File: config.mk
export PLATFORM = sky130hd
export DESIGN_NAME = led_status_frame_builder
export DESIGN_NICKNAME = d
export VERILOG_FILES = /design/src/sv/lsfb_pkg.sv /design/src/sv/led_status_frame_builder.sv /design/src/sv/lsfb_front.sv /design/src/sv/lsfb_queue.sv /design/src/sv/lsfb_back.sv
export SDC_FILE = /design/constraint.sdc
export NUM_CORES = 1
export LEC_CHECK = 0
export ABC_AREA = 1
export ABC_CLOCK_PERIOD_IN_PS = 3300
export BUFFER_PORTS_ARGS = -buffer_cell sky130_fd_sc_hd__buf_2
export CORE_MARGIN = 1
export CORE_UTILIZATION = 42
export CTS_CLUSTER_SIZE = 20
export DETAILED_ROUTE_END_ITERATION = 12
export SLEW_MARGIN = 20
export SYNTH_ARGS = -nofsm -noshare
export SYNTH_HDL_FRONTEND = slang
export SYNTH_SLANG_ARGS = --single-unit
File: constraint.sdc
create_clock -name clk -period 3.3 [get_ports clk]
set_input_delay 0.33 -clock clk [delete_from_list [all_inputs] [get_ports clk]]
set_output_delay 0.33 -clock clk [all_outputs]
set_load 0.02 [all_outputs]
File: src/sv/lsfb_pkg.sv
// ----------------------------------------------------------------------------
// lsfb_pkg
// shared constants and types of the led status frame builder
// ----------------------------------------------------------------------------
package lsfb_pkg;

	// number of pixels in the store (10 to 20)
	localparam int LED_COUNT = 10;
	localparam int IDX_W     = $clog2(LED_COUNT);

	// frame: two head bytes, rgb of each pixel, two tail bytes
	localparam int FRAME_LEN = 4 + 3 * LED_COUNT;
	localparam int POS_W     = $clog2(FRAME_LEN);

	// command queue between front and back
	localparam int Q_DEPTH = 2;
	localparam int Q_PTR_W = $clog2(Q_DEPTH);
	localparam int Q_CNT_W = $clog2(Q_DEPTH + 1);

	// item kinds
	localparam logic [2:0] KIND_SET   = 3'd0;
	localparam logic [2:0] KIND_FILL  = 3'd1;
	localparam logic [2:0] KIND_CLEAR = 3'd2;
	localparam logic [2:0] KIND_TICK  = 3'd3;
	localparam logic [2:0] KIND_SEND  = 3'd4;

	typedef logic [IDX_W-1:0] idx_t;

	typedef struct packed {
		logic [7:0] red;
		logic [7:0] green;
		logic [7:0] blue;
	} pixel_t;

	typedef struct packed {
		logic       remote_lost;
		logic       motor_lost;
		logic [1:0] chassis_mode;
		logic [1:0] gimbal_mode;
		logic [1:0] cap_mode;
	} status_t;

	// operations carried out by the back end
	typedef enum logic [1:0] {
		OP_FILL  = 2'd0,
		OP_CLEAR = 2'd1,
		OP_TICK  = 2'd2,
		OP_SEND  = 2'd3
	} op_t;

	typedef struct packed {
		op_t     op;
		idx_t    lo;
		idx_t    hi;
		pixel_t  color;
		status_t status;
	} cmd_t;

endpackage

File: src/sv/led_status_frame_builder.sv
// ----------------------------------------------------------------------------
// led_status_frame_builder
// led pixel store with status rendering and framed byte output
// ----------------------------------------------------------------------------
// A set is a one-pixel fill. In the back end a fill walks its range pixel by
// pixel, a clear is done at its dispatch, and a period tick or send-now emits
// a frame of 4 + 3*LED_COUNT bytes (34 at ten pixels), one frame byte per
// cycle through the output register while the receiver takes them. The front
// end classifies each input word in the cycle it arrives and drops ignored
// ones (out-of-range sets and fills, empty fills, unused kinds); kept commands
// wait in a two-entry queue, so up to two kept words are taken while a frame
// is still going out. The tick counter advances only on an auto-rendered
// period tick. The auto_mode register is written through cfg_wen/cfg_wdata
// and resets to 1. No clearing pass is needed after reset: the store is
// cleared at once.
// ----------------------------------------------------------------------------
module led_status_frame_builder (
	input  logic        clk,
	input  logic        arst_n,
	// configuration
	input  logic        cfg_wen,
	input  logic        cfg_wdata,
	// input words
	input  logic        in_valid,
	output logic        in_ready,
	input  logic [2:0]  kind,
	input  logic [7:0]  first_index,
	input  logic [7:0]  last_index,
	input  logic [7:0]  red,
	input  logic [7:0]  green,
	input  logic [7:0]  blue,
	input  logic        remote_lost,
	input  logic [7:0]  motor_lost_mask,
	input  logic [1:0]  chassis_mode,
	input  logic [1:0]  gimbal_mode,
	input  logic [1:0]  cap_mode,
	// frame bytes
	output logic        out_valid,
	input  logic        out_ready,
	output logic [7:0]  frame_byte,
	output logic        frame_last
);

	// front to queue
	logic            push;
	logic            q_full;
	lsfb_pkg::cmd_t  push_cmd;

	// queue to back
	logic            q_valid;
	logic            pop;
	lsfb_pkg::cmd_t  q_cmd;

	// classify words, drop ignored ones
	lsfb_front u_front (
		.in_valid        (in_valid),
		.in_ready        (in_ready),
		.kind            (kind),
		.first_index     (first_index),
		.last_index      (last_index),
		.red             (red),
		.green           (green),
		.blue            (blue),
		.remote_lost     (remote_lost),
		.motor_lost_mask (motor_lost_mask),
		.chassis_mode    (chassis_mode),
		.gimbal_mode     (gimbal_mode),
		.cap_mode        (cap_mode),
		.q_full          (q_full),
		.push            (push),
		.cmd             (push_cmd)
	);

	// decouples the front from a busy back end
	lsfb_queue u_queue (
		.clk    (clk),
		.arst_n (arst_n),
		.push   (push),
		.wdata  (push_cmd),
		.full   (q_full),
		.pop    (pop),
		.rdata  (q_cmd),
		.valid  (q_valid)
	);

	// store, renderer and serializer
	lsfb_back u_back (
		.clk        (clk),
		.arst_n     (arst_n),
		.cfg_wen    (cfg_wen),
		.cfg_wdata  (cfg_wdata),
		.q_valid    (q_valid),
		.q_cmd      (q_cmd),
		.pop        (pop),
		.out_valid  (out_valid),
		.out_ready  (out_ready),
		.frame_byte (frame_byte),
		.frame_last (frame_last)
	);

endmodule

File: src/sv/lsfb_front.sv
// ----------------------------------------------------------------------------
// lsfb_front
// accepts input words, drops ignored ones and turns the rest into commands
// ----------------------------------------------------------------------------
module lsfb_front (
	input  logic              in_valid,
	output logic              in_ready,
	input  logic [2:0]        kind,
	input  logic [7:0]        first_index,
	input  logic [7:0]        last_index,
	input  logic [7:0]        red,
	input  logic [7:0]        green,
	input  logic [7:0]        blue,
	input  logic              remote_lost,
	input  logic [7:0]        motor_lost_mask,
	input  logic [1:0]        chassis_mode,
	input  logic [1:0]        gimbal_mode,
	input  logic [1:0]        cap_mode,
	input  logic              q_full,
	output logic              push,
	output lsfb_pkg::cmd_t    cmd
);

	logic            first_ok;
	logic            keep;
	lsfb_pkg::idx_t  last_cl;

	assign first_ok = first_index < 8'(lsfb_pkg::LED_COUNT);
	assign last_cl  = (last_index < 8'(lsfb_pkg::LED_COUNT)) ?
		last_index[lsfb_pkg::IDX_W-1:0] : lsfb_pkg::IDX_W'(lsfb_pkg::LED_COUNT - 1);

	always_comb begin
		keep                    = 1'b0;
		cmd.op                  = lsfb_pkg::OP_SEND;
		cmd.lo                  = first_index[lsfb_pkg::IDX_W-1:0];
		cmd.hi                  = last_cl;
		cmd.color               = '{red: red, green: green, blue: blue};
		cmd.status.remote_lost  = remote_lost;
		cmd.status.motor_lost   = |motor_lost_mask;
		cmd.status.chassis_mode = chassis_mode;
		cmd.status.gimbal_mode  = gimbal_mode;
		cmd.status.cap_mode     = cap_mode;
		case (kind)
			lsfb_pkg::KIND_SET: begin
				// a set is a fill of one pixel
				keep   = first_ok;
				cmd.op = lsfb_pkg::OP_FILL;
				cmd.hi = first_index[lsfb_pkg::IDX_W-1:0];
			end
			lsfb_pkg::KIND_FILL: begin
				keep   = first_ok && (first_index[lsfb_pkg::IDX_W-1:0] <= last_cl);
				cmd.op = lsfb_pkg::OP_FILL;
			end
			lsfb_pkg::KIND_CLEAR: begin
				keep   = 1'b1;
				cmd.op = lsfb_pkg::OP_CLEAR;
			end
			lsfb_pkg::KIND_TICK: begin
				keep   = 1'b1;
				cmd.op = lsfb_pkg::OP_TICK;
			end
			lsfb_pkg::KIND_SEND: begin
				keep   = 1'b1;
				cmd.op = lsfb_pkg::OP_SEND;
			end
			default: begin
				keep = 1'b0;
			end
		endcase
	end

	// dropped words are still taken from the channel
	assign in_ready = !q_full;
	assign push     = in_valid && keep && !q_full;

endmodule

File: src/sv/lsfb_queue.sv
// ----------------------------------------------------------------------------
// lsfb_queue
// short command fifo between the front and back ends
// ----------------------------------------------------------------------------
module lsfb_queue (
	input  logic            clk,
	input  logic            arst_n,
	input  logic            push,
	input  lsfb_pkg::cmd_t  wdata,
	output logic            full,
	input  logic            pop,
	output lsfb_pkg::cmd_t  rdata,
	output logic            valid
);

	lsfb_pkg::cmd_t                 mem_q [lsfb_pkg::Q_DEPTH];
	logic [lsfb_pkg::Q_PTR_W-1:0]   wr_ptr_q;
	logic [lsfb_pkg::Q_PTR_W-1:0]   rd_ptr_q;
	logic [lsfb_pkg::Q_CNT_W-1:0]   count_q;

	function automatic logic [lsfb_pkg::Q_PTR_W-1:0] ptr_next(
		input logic [lsfb_pkg::Q_PTR_W-1:0] p);
		if (p == lsfb_pkg::Q_PTR_W'(lsfb_pkg::Q_DEPTH - 1)) begin
			return '0;
		end
		return p + 1'b1;
	endfunction

	assign full  = count_q == lsfb_pkg::Q_CNT_W'(lsfb_pkg::Q_DEPTH);
	assign valid = count_q != '0;
	assign rdata = mem_q[rd_ptr_q];

	always_ff @(posedge clk) begin
		if (push) begin
			mem_q[wr_ptr_q] <= wdata;
		end
	end

	always_ff @(posedge clk or negedge arst_n) begin
		if (!arst_n) begin
			wr_ptr_q <= '0;
			rd_ptr_q <= '0;
			count_q  <= '0;
		end else begin
			if (push) begin
				wr_ptr_q <= ptr_next(wr_ptr_q);
			end
			if (pop) begin
				rd_ptr_q <= ptr_next(rd_ptr_q);
			end
			if (push && !pop) begin
				count_q <= count_q + 1'b1;
			end else if (pop && !push) begin
				count_q <= count_q - 1'b1;
			end
		end
	end

	a_no_overflow: assert property (@(posedge clk) disable iff (!arst_n)
		count_q <= lsfb_pkg::Q_CNT_W'(lsfb_pkg::Q_DEPTH))
		else $error("command queue holds more than its depth");

endmodule

File: src/sv/lsfb_back.sv
// ----------------------------------------------------------------------------
// lsfb_back
// pixel store, status renderer and frame serializer
// ----------------------------------------------------------------------------
module lsfb_back (
	input  logic            clk,
	input  logic            arst_n,
	input  logic            cfg_wen,
	input  logic            cfg_wdata,
	input  logic            q_valid,
	input  lsfb_pkg::cmd_t  q_cmd,
	output logic            pop,
	output logic            out_valid,
	input  logic            out_ready,
	output logic [7:0]      frame_byte,
	output logic            frame_last
);

	localparam logic [7:0] HEAD_A   = 8'hAA;
	localparam logic [7:0] HEAD_B   = 8'h55;
	localparam logic [7:0] LVL_DIM  = 8'd12;
	localparam logic [7:0] LVL_LOW  = 8'd24;
	localparam logic [7:0] LVL_MID  = 8'd48;
	localparam logic [7:0] LVL_HIGH = 8'd96;

	typedef enum logic [2:0] {
		ST_IDLE = 3'b001,
		ST_FILL = 3'b010,
		ST_EMIT = 3'b100
	} state_t;

	state_t                       state_q;
	logic                         auto_mode_q;
	logic [7:0]                   tick_q;
	logic [1:0]                   tick_mod3_q;
	lsfb_pkg::pixel_t             store_q [lsfb_pkg::LED_COUNT];
	lsfb_pkg::idx_t               fill_idx_q;
	lsfb_pkg::idx_t               fill_hi_q;
	lsfb_pkg::pixel_t             color_q;
	logic [lsfb_pkg::POS_W-1:0]   pos_q;
	lsfb_pkg::idx_t               pix_q;
	logic [1:0]                   comp_q;
	logic                         out_valid_q;
	logic [7:0]                   frame_byte_q;
	logic                         frame_last_q;

	logic                         clear_go;
	logic                         render_go;
	logic                         emit_go;
	logic                         out_load;
	logic                         body;
	logic                         pos_end;
	logic [7:0]                   byte_d;
	lsfb_pkg::pixel_t             rd_pix;

	function automatic lsfb_pkg::pixel_t mk(input logic [7:0] r, input logic [7:0] g,
		input logic [7:0] b);
		return '{red: r, green: g, blue: b};
	endfunction

	function automatic lsfb_pkg::pixel_t render_pixel(input lsfb_pkg::idx_t idx,
		input logic tick_odd, input logic [1:0] mod3, input lsfb_pkg::status_t st);
		lsfb_pkg::pixel_t p;
		p = mk(8'd0, 8'd0, 8'd0);
		if (st.remote_lost) begin
			if (!tick_odd) begin
				p = mk(LVL_HIGH, 8'd0, 8'd0);
			end
		end else if (idx inside {lsfb_pkg::IDX_W'(0), lsfb_pkg::IDX_W'(1),
			lsfb_pkg::IDX_W'(2)}) begin
			p = st.motor_lost ? mk(LVL_MID, LVL_LOW, 8'd0) : mk(8'd0, LVL_MID, 8'd0);
		end else if (idx inside {lsfb_pkg::IDX_W'(3), lsfb_pkg::IDX_W'(4),
			lsfb_pkg::IDX_W'(5)}) begin
			case (st.chassis_mode)
				2'd0: p = mk(8'd0, 8'd0, LVL_DIM);
				2'd1: p = mk(8'd0, LVL_MID, LVL_MID);
				2'd2: begin
					// spin: one marker walks over the three pixels
					if (idx == lsfb_pkg::IDX_W'(3) + lsfb_pkg::IDX_W'(mod3)) begin
						p = mk(LVL_HIGH, 8'd0, LVL_HIGH);
					end else begin
						p = mk(LVL_LOW, 8'd0, LVL_MID);
					end
				end
				default: p = mk(LVL_MID, LVL_MID, 8'd0);
			endcase
		end else if (idx == lsfb_pkg::IDX_W'(6)) begin
			case (st.gimbal_mode)
				2'd0:    p = mk(LVL_LOW, 8'd0, 8'd0);
				2'd1:    p = mk(LVL_MID, LVL_MID, 8'd0);
				2'd2:    p = mk(LVL_LOW, 8'd0, LVL_MID);
				default: p = mk(8'd0, LVL_MID, 8'd0);
			endcase
		end else if (idx == lsfb_pkg::IDX_W'(7)) begin
			case (st.cap_mode)
				2'd2:    p = mk(8'd0, 8'd0, LVL_HIGH);
				2'd1:    p = mk(8'd0, LVL_MID, 8'd0);
				default: p = mk(LVL_MID, LVL_LOW, 8'd0);
			endcase
		end else if (idx == lsfb_pkg::IDX_W'(8)) begin
			if (!tick_odd) begin
				p = mk(LVL_LOW, LVL_LOW, LVL_LOW);
			end
		end else if (idx == lsfb_pkg::IDX_W'(9)) begin
			if (tick_odd) begin
				p = mk(LVL_LOW, LVL_LOW, LVL_LOW);
			end
		end
		return p;
	endfunction

	// dispatch from the queue only while idle
	assign pop       = (state_q == ST_IDLE) && q_valid;
	assign clear_go  = pop && (q_cmd.op == lsfb_pkg::OP_CLEAR);
	assign render_go = pop && (q_cmd.op == lsfb_pkg::OP_TICK) && auto_mode_q;
	assign emit_go   = pop && ((q_cmd.op == lsfb_pkg::OP_TICK) ||
		(q_cmd.op == lsfb_pkg::OP_SEND));

	// frame byte selection
	assign out_load = (state_q == ST_EMIT) && (!out_valid_q || out_ready);
	assign pos_end  = pos_q == lsfb_pkg::POS_W'(lsfb_pkg::FRAME_LEN - 1);
	assign body     = (pos_q >= lsfb_pkg::POS_W'(2)) &&
		(pos_q < lsfb_pkg::POS_W'(lsfb_pkg::FRAME_LEN - 2));
	assign rd_pix   = store_q[pix_q];

	always_comb begin
		if (pos_q == lsfb_pkg::POS_W'(0)) begin
			byte_d = HEAD_A;
		end else if (pos_q == lsfb_pkg::POS_W'(1)) begin
			byte_d = HEAD_B;
		end else if (pos_q == lsfb_pkg::POS_W'(lsfb_pkg::FRAME_LEN - 2)) begin
			byte_d = HEAD_B;
		end else if (pos_end) begin
			byte_d = HEAD_A;
		end else begin
			case (comp_q)
				2'd0:    byte_d = rd_pix.red;
				2'd1:    byte_d = rd_pix.green;
				default: byte_d = rd_pix.blue;
			endcase
		end
	end

	// pixel store
	always_ff @(posedge clk or negedge arst_n) begin
		if (!arst_n) begin
			for (int i = 0; i < lsfb_pkg::LED_COUNT; i++) begin
				store_q[i] <= '0;
			end
		end else begin
			for (int i = 0; i < lsfb_pkg::LED_COUNT; i++) begin
				if (clear_go) begin
					store_q[i] <= '0;
				end else if (render_go) begin
					store_q[i] <= render_pixel(lsfb_pkg::IDX_W'(i), tick_q[0],
						tick_mod3_q, q_cmd.status);
				end else if ((state_q == ST_FILL) &&
					(fill_idx_q == lsfb_pkg::IDX_W'(i))) begin
					store_q[i] <= color_q;
				end
			end
		end
	end

	always_ff @(posedge clk) begin
		if (pop && (q_cmd.op == lsfb_pkg::OP_FILL)) begin
			fill_hi_q <= q_cmd.hi;
			color_q   <= q_cmd.color;
		end
		if (out_load) begin
			frame_byte_q <= byte_d;
			frame_last_q <= pos_end;
		end
	end

	// control
	always_ff @(posedge clk or negedge arst_n) begin
		if (!arst_n) begin
			state_q     <= ST_IDLE;
			auto_mode_q <= 1'b1;
			tick_q      <= '0;
			tick_mod3_q <= '0;
			fill_idx_q  <= '0;
			pos_q       <= '0;
			pix_q       <= '0;
			comp_q      <= '0;
			out_valid_q <= 1'b0;
		end else begin
			if (cfg_wen) begin
				auto_mode_q <= cfg_wdata;
			end
			if (render_go) begin
				tick_q      <= tick_q + 1'b1;
				// restarts with the counter when it wraps to zero
				tick_mod3_q <= ((tick_mod3_q == 2'd2) || (tick_q == 8'hFF)) ?
					2'd0 : tick_mod3_q + 1'b1;
			end
			if (out_load) begin
				out_valid_q <= 1'b1;
			end else if (out_ready) begin
				out_valid_q <= 1'b0;
			end
			case (state_q)
				ST_IDLE: begin
					if (pop && (q_cmd.op == lsfb_pkg::OP_FILL)) begin
						fill_idx_q <= q_cmd.lo;
						state_q    <= ST_FILL;
					end else if (emit_go) begin
						pos_q   <= '0;
						pix_q   <= '0;
						comp_q  <= '0;
						state_q <= ST_EMIT;
					end
				end
				ST_FILL: begin
					if (fill_idx_q == fill_hi_q) begin
						state_q <= ST_IDLE;
					end else begin
						fill_idx_q <= fill_idx_q + 1'b1;
					end
				end
				ST_EMIT: begin
					if (out_load) begin
						pos_q <= pos_q + 1'b1;
						if (body) begin
							if (comp_q == 2'd2) begin
								comp_q <= 2'd0;
								pix_q  <= pix_q + 1'b1;
							end else begin
								comp_q <= comp_q + 1'b1;
							end
						end
						if (pos_end) begin
							state_q <= ST_IDLE;
						end
					end
				end
				default: begin
					state_q <= ST_IDLE;
				end
			endcase
		end
	end

	assign out_valid  = out_valid_q;
	assign frame_byte = frame_byte_q;
	assign frame_last = frame_last_q;

	a_fill_in_range: assert property (@(posedge clk) disable iff (!arst_n)
		(state_q == ST_FILL) |-> (fill_idx_q <= fill_hi_q))
		else $error("fill walked past its last pixel");

	a_frame_end_idle: assert property (@(posedge clk) disable iff (!arst_n)
		(out_load && pos_end) |=> (state_q == ST_IDLE))
		else $error("back end did not return to idle after the tail byte");

	a_tick_on_render: assert property (@(posedge clk) disable iff (!arst_n)
		(tick_q != $past(tick_q)) |-> $past(render_go))
		else $error("tick counter moved without a render");

endmodule

==> reports/qor.yml, run 1 <==
floorplan:
  ioPinCount: 75
  core_area_sq_mm: 0.0422
  initial_utilization_pct: 42.9
  die_w_um: 210
  die_y_um: 210
  dieArea_sq_mm: 0.0440
  rows: 75
timing:
  max_slew_margin_pct: 50.8
  setup_ws_ns: 0.440
  finalSetupViolCount: 0
  setup_tns_ns: 0
  fin_crit_sh_pct: 86.7
  report.final.slew_viol_count: 0
  finalHoldViolations: 0
  fin_crit_ns: 2.86
  rsz0062_at_grt: "false"
  clock.fmax_ghz: 0.350
  fin_worst_skew_ns: 0.0221
  worst_slew_pin_slew_ns: 0.738
finish:
  syn_to_final_growth_pct: 15.5
  nets: 2234
  final_area_sq_mm: 0.0209
  drive_gt1_share_pct: 10.7
  layout_commonest_cell: "nand2_1"
  antenna_cells: 0
  final_cell_mix: "635 x nand2_1, 331 x o21ai_0, 271 x dfrtp_1, 148 x nor2_1, 121 x edfxtp_1"
routing:
  vias: 14400
  drt_iter0_drc: 1157
  wl_per_cell_um: 17.8
  viasPerCell: 5.29
  drtAntennaViolNets: 0
  drc: 0
  drt-total-wl_um: 48300
  dr.pass1.iters: 5
global_route:
  antenna_found_initial: 0
  grt_pass1_wl_um: 77600
  grtUsageTotal_pct: 22.4
  grt_pass1_vias: 14000
  grt_max_degree: 90
  overflow: 0
yosys:
  synth_top_area_share_pct: 37.7
  synth_edf_count: 121
  synth_nets: 2145
  synth-seq-cells: 396
  yosys_warnings: 0
  synth_area_sq_mm: 0.0181
  syn_area_per_cell_sq_um: 8.81
  synth-main-ff-cell: "dfrtp_1"
  yosysTopAreaCell: "dfrtp_1"
  synth_area_leaders: "dfrtp_1 38%, edfxtp_1 20%, nand2_1 13%"
  ys_seq_area_share_pct: 58.0
  synth_cells: 2057
  synth_cell_type_count: 47
  async_flop_share_pct: 69.4
critical_path:
  critPathRequiredTime_ns: 3.71
  cpPeakStageDelay_ns: 0.57
  worstSetupPathType: "flop to flop"
  cp_slowest_cell: "dfstp_2"
  critPathMaxFanout: 34
  crit_chain: "inv_2 -> nor3_2 -> nand2_2 -> nor2_4 -> nand2_4 -> nand2_2 -> inv_4 -> o21ai_4 -> inv_2 -> nand2_1 -> o21ai_1"
  critPathLaunchType: "flop"
  crit_path_end_kind: "flop"
  crit_arrival_ns: 3.27
clock_network:
  cts_max_path_buffers: 3
  cts_hold_buf: 36
  cts_sinks: 396
  cts_tree: "done"
  root_buffer: "clkbuf_16"
  post_cts_buffers: 0
  cts.htree.levels: 2
  cts.clk_slew.worst_paths_ns: 0.06
  cts_resized: 0
  insertion_delay_ns: 0.57
  numCtsBuffers: 43
run_status:
  status: "complete, no violations"
placed_design:
  dp_worst_setup_slack_ns: 0.160
  hpwl_um: 31700
  numPortBuffers: 74
  place.gp.congestion: 0.911
  post_dp_cell_area_sq_mm: 0.0191
pwr:
  p_leak_nw: 9.59
  power.density_mw_per_mm2: 926
  ir_drop_v: 0.000487
run:
  max_cap_violations: 0
worst_hold_path:
  hold_path.class: "input pin to flop"
-- cells in the mapped netlist, types with 5 or more instances --
| library cell | n |
|---|---|
| buf_2 | 32 |
| o21ai_1 | 49 |
| a21oi_1 | 36 |
| o21a_1 | 8 |
| or2_2 | 5 |
| nor3_1 | 7 |
| ha_1 | 24 |
| a31oi_1 | 6 |
| inv_1 | 115 |
| inv_2 | 7 |
| nor2_1 | 152 |
| nand2_2 | 14 |
| o21ai_0 | 331 |
| o22ai_1 | 18 |
| edfxtp_1 | 121 |
| o211ai_1 | 12 |
| clkbuf_1 | 55 |
| nand3_1 | 69 |
| a21oi_2 | 6 |
| nand4_1 | 12 |
| xnor2_1 | 9 |
| buf_4 | 14 |
| xor2_1 | 7 |
| nand2_1 | 635 |
| dfrtp_1 | 273 |
-- area by class of cell --
cell class | instances | area (sq um)
Tap cell | 539 | 674
Inverter | 127 | 480
Clock buffer | 64 | 1270
Timing Repair Buffer | 152 | 1120
Fill cell | 4035 | 21300
Sequential cell | 396 | 10500
Clock inverter | 16 | 165
Multi-Input combinational cell | 1426 | 6710
-- worst paths after layout --
kind	startpoint	endpoint	slack, ns	cells after the start
max	u_back.state_q[0]	u_back.store_q[119]	0.44	11
min	first_index[3]	u_queue.mem_q[0][39]	0.02	1
max reg2reg	u_back.state_q[0]	u_back.store_q[119]	0.44	11
min reg2reg	u_back.store_q[167]	u_back.store_q[167]	0.48	2
max in group asynchronous	arst_n	u_back.auto_mode_q	2.06	3
min in group asynchronous	arst_n	u_back.store_q[199]	0.38	2
-- worst max-delay path: cells and delay by family (launching register included) --
family / cells / cell delay, ns
AOI/OAI and AO/OA: 2 / 0.30
buffers and inverters: 3 / 0.65
DFF: 1 / 0.57
and+or+nand+nor: 6 / 1.15
-- metal layers --
metal / vias up / global-route usage (%) / wire (um)
met1: 6937 / 31.1 / 22300
met3: 81 / 2.95 / 2270
met5: - / 0 / 0
li1: 6975 / - / -
met4: 0 / 6.75 / 1130
met2: 391 / 36.6 / 22600
-- where the power goes --
group	internal [mW]	switching, mW	leakage [nW]
clock	2.85	2.02	0.706
combinational	2.04	4.71	4.30
sequential	6.91	0.865	4.58
total	11.8	7.60	9.59
-- registers in the layout, summed over array words and instances, names as in the netlist, 2 cells and up --
register	count
u_back.frame_byte	8
u_back.fill_hi_q	4
u_back.store_q	240
u_back.fill_idx_q	4
u_back.pix_q	4
u_back.comp_q	2
u_back.tick_mod3_q	2
u_back.tick_q	8
u_queue.mem_q	84
u_queue.count_q	2
u_back.state_q	3
u_back.color_q	24
u_back.pos_q	6
-- logic make-up (layout without fill, tap and decap cells) --
| group | after synthesis | count (layout) | synth area share, % |
|---|---|---|---|
| multiplexers | 2 | 2 | 0.110 |
| AND/OR/NAND/NOR | 910 | 910 | 20.2 |
| XOR/XNOR | 16 | 16 | 0.773 |
| AO/OA/AOI/OAI | 474 | 474 | 13.8 |
| flip-flops | 396 | 396 | 58.0 |
| adder cells (fa/ha/maj) | 24 | 24 | 1.66 |
| buffers and inverters | 235 | 359 | 5.49 |
-- through the flow --
| stage | hold slack, ns | instances | total power [mW] | util (%) |
|---|---|---|---|---|
| floorplan | 0.0344 | 2057 | 12.3 | - |
| global placement | 0.409 | 2604 | 14.4 | 45.3 |
| detailed placement | 0.409 | 2604 | 14.6 | 45.3 |
| CTS | 0.00577 | 2720 | 19.5 | 49.6 |
| global route | 0.0229 | 2720 | 20.8 | 49.6 |
| finish | 0.0215 | 2720 | 19.4 | 49.6 |
(Power assumes the default switching activity.)
==> inputs of run 2 (changes only) <==
--- a/config.mk
+++ b/config.mk
@@ -6,7 +6,7 @@
 export NUM_CORES = 1
 export LEC_CHECK = 0
 export ABC_AREA = 1
-export ABC_CLOCK_PERIOD_IN_PS = 3300
+export ABC_CLOCK_PERIOD_IN_PS = 3000
 export BUFFER_PORTS_ARGS = -buffer_cell sky130_fd_sc_hd__buf_2
 export CORE_MARGIN = 1
 export CORE_UTILIZATION = 42
==> constraint.sdc (replaced) <==
create_clock -name clk -period 3 [get_ports clk]
set_input_delay 0.3 -clock clk [delete_from_list [all_inputs] [get_ports clk]]
set_output_delay 0.3 -clock clk [all_outputs]
set_load 0.02 [all_outputs]
==> reports/qor.yml, run 2 (synthesized netlist as in run 1, its figures left out) <==
run_status:
  status: "complete, no violations"
global_route:
  met3_usage_pct: 2.66  # -0.28 points
  antenna_found_initial: 0  # unchanged
  grt_max_degree: 83  # -7.8%
  grtUsageTotal_pct: 22.8  # +0.39 points
  grt_pass1_wl_um: 78600  # +1.3%
  grt.met2_usage_pct: 38.0  # +1.4 points
  grtUsageMet1_pct: 31.7  # +0.56 points
  grt_pass1_vias: 14000  # -0.064%
  overflow: 0  # unchanged
  grt.busiest_layer: "met2"
timing:
  worst_slew_pin_slew_ns: 0.734  # -0.00408 ns
  finalSetupViolCount: 0  # unchanged
  rsz0062_at_grt: "false"
  max_slew_margin_pct: 51.0  # +0.20 points
  finalHoldViolations: 0  # unchanged
  setup_tns_ns: 0  # unchanged
  report.final.slew_viol_count: 0  # unchanged
  fin_worst_skew_ns: 0.0166  # -0.00550 ns
  whs_ns: 0.0346  # +0.0131 ns
  fin_crit_ns: 2.59  # -0.266 ns
  clock.fmax_ghz: 0.386  # +10%
  fin_crit_sh_pct: 86.5  # -0.20 points
  setup_ws_ns: 0.406  # -0.0338 ns
clock_network:
  cts.htree.levels: 2  # unchanged
  cts_sinks: 396  # unchanged
  cts_max_path_buffers: 3  # unchanged
  root_buffer: "clkbuf_16"
  numCtsBuffers: 44  # +2.3%
  cts_tree: "done"
  insertion_delay_ns: 0.57  # about the same
  cts.clk_slew.worst_paths_ns: 0.06  # about the same
placed_design:
  numPortBuffers: 74  # unchanged
  hpwl_um: 32200  # +1.6%
  place.gp.congestion: 0.920  # +0.98%
  dp_worst_setup_slack_ns: 0.0283  # -0.132 ns
floorplan:
  rows: 75  # unchanged
  initial_utilization_pct: 42.9  # unchanged
  ioPinCount: 75  # unchanged
  die_w_um: 210  # unchanged
  dieArea_sq_mm: 0.0440  # unchanged
  core_area_sq_mm: 0.0422  # unchanged
  die_y_um: 210  # unchanged
pwr:
  p_leak_nw: 9.68  # +0.97%
  ir_drop_v: 0.000584  # +20%
  power.density_mw_per_mm2: 1010  # +9.4%
  power_mw: 21.4  # +10%
finish:
  largest-register: "u_back.store_q"
  antenna_cells: 0  # unchanged
  final_cell_mix: "635 x nand2_1, 331 x o21ai_0, 271 x dfrtp_1, 148 x nor2_1, 121 x edfxtp_1"
  top_regs: "u_back.store_q (240), u_queue.mem_q (84), u_back.color_q (24)"
  drive_gt1_share_pct: 11.3  # +0.55 points
  syn_to_final_growth_pct: 16.6
  largest_reg_flops: 240  # unchanged
  nets: 2251  # +0.76%
  layout_commonest_cell: "nand2_1"
critical_path:
  crit_arrival_ns: 3.06  # -0.21 ns
  critPathRequiredTime_ns: 3.47  # -0.24 ns
  critPathLaunchType: "flop"
  critPathMaxFanout: 34  # unchanged
  crit_path_end_kind: "flop"
  worstSetupPathType: "flop to flop"
routing:
  drtAntennaViolNets: 0  # unchanged
  wl_per_cell_um: 17.9  # +0.55%
  drc: 0  # unchanged
  vias: 14300  # -0.39%
  dr.pass1.iters: 5  # unchanged
  drt-total-wl_um: 48900  # +1.2%
  drt_iter0_drc: 1105  # -4.5%
  viasPerCell: 5.23  # -1.0%
run:
  max_cap_violations: 0  # unchanged
worst_hold_path:
  hold_path.class: "input pin to flop"
run 2: final timing paths:
kind,startpoint,end,slack (ns),cells after the start
max in group asynchronous,arst_n,u_back.store_q[118],1.77,3
hold / removal,motor_lost_mask[6],u_queue.mem_q[1][6],0.03,3
hold reg to reg,u_back.tick_q[7],u_back.tick_q[7],0.47,1
min in group asynchronous,arst_n,u_back.store_q[223],0.34,2
setup / recovery,u_queue.count_q[0],u_back.store_q[103],0.41,11
setup reg to reg,u_queue.count_q[0],u_back.store_q[103],0.41,11
run 2: report_power, final:
group	internal (mW)	switching, mW	leakage [nW]
Clock	3.11	2.21	0.699
Sequential	7.60	0.947	4.58
Combinational	2.33	5.22	4.40
Total	13.0	8.38	9.68
run 2: final cells by class:
| type | instances | area [sq um] |
|---|---|---|
| fillers | 3992 | 21100 |
| flip-flops and latches | 396 | 10500 |
| multi-input cells | 1426 | 6710 |
| clock buffers | 71 | 1320 |
| repair buffers | 168 | 1320 |
| well taps | 539 | 674 |
| inverters | 127 | 480 |
| clock inverters | 10 | 114 |
run 2: worst max-delay path, stage by stage, from the launching register on:
cell and delay, ns:
dfrtp_1 0.42, nor2_1 0.16, inv_1 0.08, nand2_2 0.14, nor2_4 0.05, nand2_4 0.24
nand2_2 0.13, inv_4 0.23, o21ai_4 0.21, inv_2 0.59, nand2_1 0.12, o21ai_1 0.12
run 2: per-layer routing:
metal,wire length [um],vias up
met2,23400,411
met5,0,-
met1,21800,6843
met4,983,0
li1,-,7001
met3,2750,73
run 2: repair_timing:
action	in CTS	in global routing
hold buffers	39	0
hold endpoints to repair	149	0
resized for setup	0	0
buffers inserted	0	0
run 2: metrics by stage:
step	util (%)	instance area [sq um]	std cells
after floorplan	-	18100	2057
after global placement	45.7	19300	2617
after detailed placement	45.7	19300	2617
after CTS	50.1	21100	2737
after global routing	50.1	21100	2737
final	50.1	21100	2737
